### src/gdc_pkg.sv
// Shared types and constants for the grid divergence monitor.
package gdc_pkg;

    localparam int COORD_W   = 32;
    localparam int GW_W      = 11;
    localparam int GH_W      = 13;
    localparam int CFG_IDX_W = 2;
    localparam int CFG_DAT_W = 13;
    localparam int SUM_W     = 56;
    localparam int DIV_NUM_W = 56;
    localparam int DIV_DEN_W = 33;
    localparam int COUNT_W   = 24;

    localparam logic [CFG_IDX_W-1:0] CFG_GRID_WIDTH  = 2'd0;
    localparam logic [CFG_IDX_W-1:0] CFG_GRID_HEIGHT = 2'd1;

    typedef struct packed {
        logic signed [COORD_W-1:0] u_value;
        logic signed [COORD_W-1:0] v_value;
        logic signed [COORD_W-1:0] x_coord;
        logic signed [COORD_W-1:0] y_coord;
    } t_in_item;

    typedef struct packed {
        logic [COORD_W-1:0] max_divergence;
        logic [COORD_W-1:0] mean_divergence;
        logic               spacing_fault;
    } t_out_item;

    typedef struct packed {
        logic                 start;
        logic [DIV_NUM_W-1:0] dividend;
        logic [DIV_DEN_W-1:0] divisor;
    } t_div_req;

    typedef struct packed {
        logic                 done;
        logic [DIV_NUM_W-1:0] quotient;
    } t_div_rsp;

    typedef enum logic [3:0] {
        S_IDLE,
        S_RD1,
        S_RD2,
        S_T1,
        S_W1,
        S_T2,
        S_W2,
        S_ACC,
        S_NEXT,
        S_MEAN,
        S_WM,
        S_EMIT
    } t_state;

endpackage

### src/gdc_div.sv
// Restoring unsigned divider, one quotient bit per cycle.
module gdc_div (
    input  logic              i_clk,
    input  logic              i_rst_n,
    input  gdc_pkg::t_div_req i_req,
    output gdc_pkg::t_div_rsp o_rsp
);

    localparam int NW = gdc_pkg::DIV_NUM_W;
    localparam int DW = gdc_pkg::DIV_DEN_W;
    localparam int CW = $clog2(NW + 1);

    logic          r_busy;
    logic          r_done;
    logic [CW-1:0] r_cnt;
    logic [NW-1:0] r_quo;
    logic [DW:0]   r_rem;
    logic [DW-1:0] r_den;

    logic [DW:0]   rem_sh;
    logic [DW+1:0] diff;
    logic          qbit;
    logic [DW:0]   n_rem;

    // Trial subtract of the shifted remainder
    always_comb begin
        rem_sh = {r_rem[DW-1:0], r_quo[NW-1]};
        diff   = {1'b0, rem_sh} - {2'b00, r_den};
        qbit   = ~diff[DW+1];
        n_rem  = qbit ? diff[DW:0] : rem_sh;
    end

    // Control
    always_ff @(posedge i_clk) begin
        if (!i_rst_n) begin
            r_busy <= 1'b0;
            r_done <= 1'b0;
            r_cnt  <= '0;
        end else begin
            r_done <= 1'b0;
            if (i_req.start && !r_busy) begin
                r_busy <= 1'b1;
                r_cnt  <= CW'(NW);
            end else if (r_busy) begin
                r_cnt <= r_cnt - CW'(1);
                if (r_cnt == CW'(1)) begin
                    r_busy <= 1'b0;
                    r_done <= 1'b1;
                end
            end
        end
    end

    // Datapath
    always_ff @(posedge i_clk) begin
        if (i_req.start && !r_busy) begin
            r_quo <= i_req.dividend;
            r_rem <= '0;
            r_den <= i_req.divisor;
        end else if (r_busy) begin
            r_quo <= {r_quo[NW-2:0], qbit};
            r_rem <= n_rem;
        end
    end

    assign o_rsp.done     = r_done;
    assign o_rsp.quotient = r_quo;

endmodule

### config.mk
export PLATFORM = sky130hd
export DESIGN_NAME = gdc_div
export DESIGN_NICKNAME = d
export VERILOG_FILES = /design/src/gdc_pkg.sv /design/src/gdc_div.sv
export SDC_FILE = /design/constraint.sdc
export NUM_CORES = 1
export LEC_CHECK = 0
export BUFFER_PORTS_ARGS = -buffer_cell sky130_fd_sc_hd__buf_4
export CAP_MARGIN = 20
export CORE_ASPECT_RATIO = 1.25
export CORE_MARGIN = 10
export CORE_UTILIZATION = 40
export DETAILED_ROUTE_END_ITERATION = 6
export GPL_TIMING_DRIVEN = 0
export PLACE_DENSITY = 0.67
export SLEW_MARGIN = 20
export SYNTH_ARGS = -nofsm -noshare
export SYNTH_HDL_FRONTEND = slang
export SYNTH_SLANG_ARGS = --single-unit
### constraint.sdc
create_clock -name i_clk -period 6.7 [get_ports i_clk]
set_input_delay 1.34 -clock i_clk [delete_from_list [all_inputs] [get_ports i_clk]]
set_output_delay 1.34 -clock i_clk [all_outputs]
set_load 0.1 [all_outputs]
==> results.sh <==
export IMPL_slew_viol_final=0
export IMPL_synthToLayoutAreaGrowth_pct=28.01
export IMPL_drt_first_pass_iters=4
export IMPL_reg2reg_from="r_quo[55]"
export IMPL_rsz0062_at_grt="no"
export IMPL_powerDensity_nw_per_um2=377.7
export IMPL_yosysWarnings=0
export IMPL_wirelength_um=18620
export IMPL_ctsHoldBuffers=0
export IMPL_num_rows=54
export IMPL_h_tree_depth=4
export IMPL_via_per_inst=5.274
export IMPL_final_cell_mix="153 x buf_4, 89 x edfxtp_1, 56 x mux2_2"
export IMPL_chipWidth_um=139.0
export IMPL_crit_top_cell="buf_2"
export IMPL_ant_nets=0
export IMPL_io_pins=149
export IMPL_clk_latency_ns=0.43
export IMPL_crit_chain="buf_2 > clkinv_1 > nor2_1 > buf_2 > buf_1 > mux2_2"
export IMPL_fillers=1611
export IMPL_layout_nets=941
export IMPL_synth_seq_area_share_pct=49.35
export IMPL_wire_per_inst_um=17.73
export IMPL_worst_r2r_setup_slack_ns=3.51
export IMPL_cts_buffers=17
export IMPL_cts_resized=0
export IMPL_hold_violations=0
export IMPL_grt_ovfl_total=0
export IMPL_cts_tree="built"
export IMPL_worst_r2r_cell_count=13
export IMPL_holdPathStages=2
export IMPL_synth_top_area_cell="edfxtp_1"
export IMPL_final_common_cell="buf_4"
export IMPL_avgSynthCellArea_um2=10.96
export IMPL_start_util_pct=40.61
export IMPL_die_h_um=168.7
export IMPL_vdd_ir_drop_max_mv=0.2579
export IMPL_crit_slowest_cell="buf_1"
export IMPL_antenna_found_initial=0
export IMPL_clk_pin_slew_ns=0.06
export IMPL_status="finished, final reports clean"
export IMPL_yosysTopAreaCellShare_pct=37.75
export IMPL_drive_gt1_share_pct=32.20
export IMPL_fin_util_pct=51.99
export IMPL_tightestPinTransition_ns=0.7695
export IMPL_critPathLaunch="i_req[89]"
export IMPL_synth_ff_type="edfxtp_1"
export IMPL_cts_root_buffer="clkbuf_16"
export IMPL_fin_crit_sh_pct=49.15
export IMPL_drtIter0Drc=246
export IMPL_netlist_instances=646
export IMPL_worstHoldPathType="flip-flop to flip-flop"
export IMPL_finalSetupViolCount=0
export IMPL_syn_num_nets=774
export IMPL_async_reset_ff_share_pct=0
export IMPL_dp_hpwl_um=14060
export IMPL_maxSlewHeadroom_pct=48.70
export IMPL_grt_usage_pct=15.54
export IMPL_cts_path_max_buffers=2
export IMPL_cts_sinks=130
export IMPL_io_buffers=147
export IMPL_drc_errors=0
export IMPL_period_minus_slack_ns=3.293
export IMPL_postCtsSetupBuffers=0
export IMPL_coreArea_um2=17430
export IMPL_die_area_um2=23450
export IMPL_netlist_area_um2=7079
export IMPL_grt_pass1_wl_um=29280
export IMPL_max_cap_viol_count=0
export IMPL_r2r_end="r_rem[20]"
export IMPL_start_kind="primary input"
export IMPL_vias=5538
export IMPL_yosys_cell_types_count=64
export IMPL_grt_max_degree=57
export IMPL_synth_edff_count=89
export IMPL_crit_type="primary input to flip-flop"
export IMPL_slowest_delay_ns=0.47
export IMPL_worst_clock_skew_ns=0.009380
export IMPL_fmax_ghz=0.3037
export IMPL_min_to="r_rem[21]"
export IMPL_tns_ns=0
export IMPL_path_max_fanout=10
export IMPL_crit_required_ns=6.87
export IMPL_worstHoldStart="r_rem[21]"
export IMPL_critical_path_endpoint_type="flip-flop"
export IMPL_ys_top_cells_by_area="edfxtp_1 38%, dfxtp_1 12%, mux2_2 8.9%"
export IMPL_worstPathArrival_ns=3.47
export IMPL_gp_congestion=0.8915
export IMPL_ys_seq_elements=130
export IMPL_grt_pass1_vias=5676
export IMPL_cellLeakagePower_uw=0.003789
export IMPL_diodes=0
[through the flow]
step	power [uW]	cell area (um^2)	setup slack [ns]	hold WS (ns)	std cells
floorplan	2198	7079	2.958	0.4413	646
global placement	2506	8463	1.924	0.4598	1017
detailed placement	2520	8487	2.976	0.4654	1018
CTS	3441	9062	3.397	0.4755	1050
global route	3608	9062	3.235	0.4876	1050
finish	3423	9062	3.407	0.4736	1050
[worst max-delay path by stage]
stage	endpoint	slack (ns)	depth (start not counted)
2_1_floorplan	r_quo[47]	2.96	5
3_3_place_gp	r_quo[54]	1.92	5
3_5_place_dp	r_quo[39]	2.98	6
4_1_cts	r_quo[39]	3.40	6
5_1_grt	r_quo[46]	3.24	6
6_report	r_quo[39]	3.41	6
[worst max-delay path, delay by kind of cell]
| kind | cells | cell delay [ns] |
|---|---|---|
| and+or+nand+nor | 1 | 0.41 |
| muxes | 1 | 0.40 |
| buffers and inverters | 4 | 1.30 |
[routing by layer]
metal	global-route usage (%)	wire (um)	up-vias
met5	0	0	-
met4	5.770	306	0
met3	7.839	1856	23
met2	25.79	9044	164
met1	16.64	7411	2616
li1	-	-	2735
[state kept, by name, summed over array words and instances (netlist names)]
name,count
r_busy,1
r_cnt,6
r_quo,56
r_den,33
r_done,1
r_rem,33
[cell type report]
cell class / count / area [um^2] / area share, %
Timing Repair Buffer: 148 / 1124 / 12.40
Sequential cell: 130 / 3493 / 38.55
Tap cell: 224 / 280.3 / 3.093
Multi-Input combinational cell: 437 / 3244 / 35.80
Inverter: 50 / 190.2 / 2.099
Clock inverter: 15 / 150.1 / 1.657
Clock buffer: 17 / 425.4 / 4.694
Buffer: 29 / 155.1 / 1.712
[cells by family (layout without fill, tap and decap cells)]
logic type / after synthesis / in the layout / synth area share (%)
AOI/OAI and AO/OA: 170 / 170 / 15.87
xor gates and xnor gates: 22 / 22 / 2.722
and+or+nand+nor: 134 / 134 / 9.173
muxes: 75 / 75 / 11.59
DFF: 130 / 130 / 49.35
buffers and inverters: 79 / 259 / 4.825
adders and majority gates: 36 / 36 / 6.469
[power by group]
part           leakage [uW]  switching (uW)  internal, uW
Sequential          0.00121            93.0          1010
Combinational       0.00229             911           500
Clock              0.000282             391           522
[synth_stat cells, types with 9 or more instances]
cell	instances
mux2i_1	19
ha_1	35
nor2_1	30
xnor2_1	15
and3_1	10
dfxtp_1	41
nand2_1	54
clkbuf_1	13
inv_1	46
a21o_1	11
a21oi_1	43
a32oi_1	9
mux2_2	56
a211oi_1	12
o21ai_0	21
edfxtp_1	89
o21ai_1	22
Power figures use the tool's default switching activity.
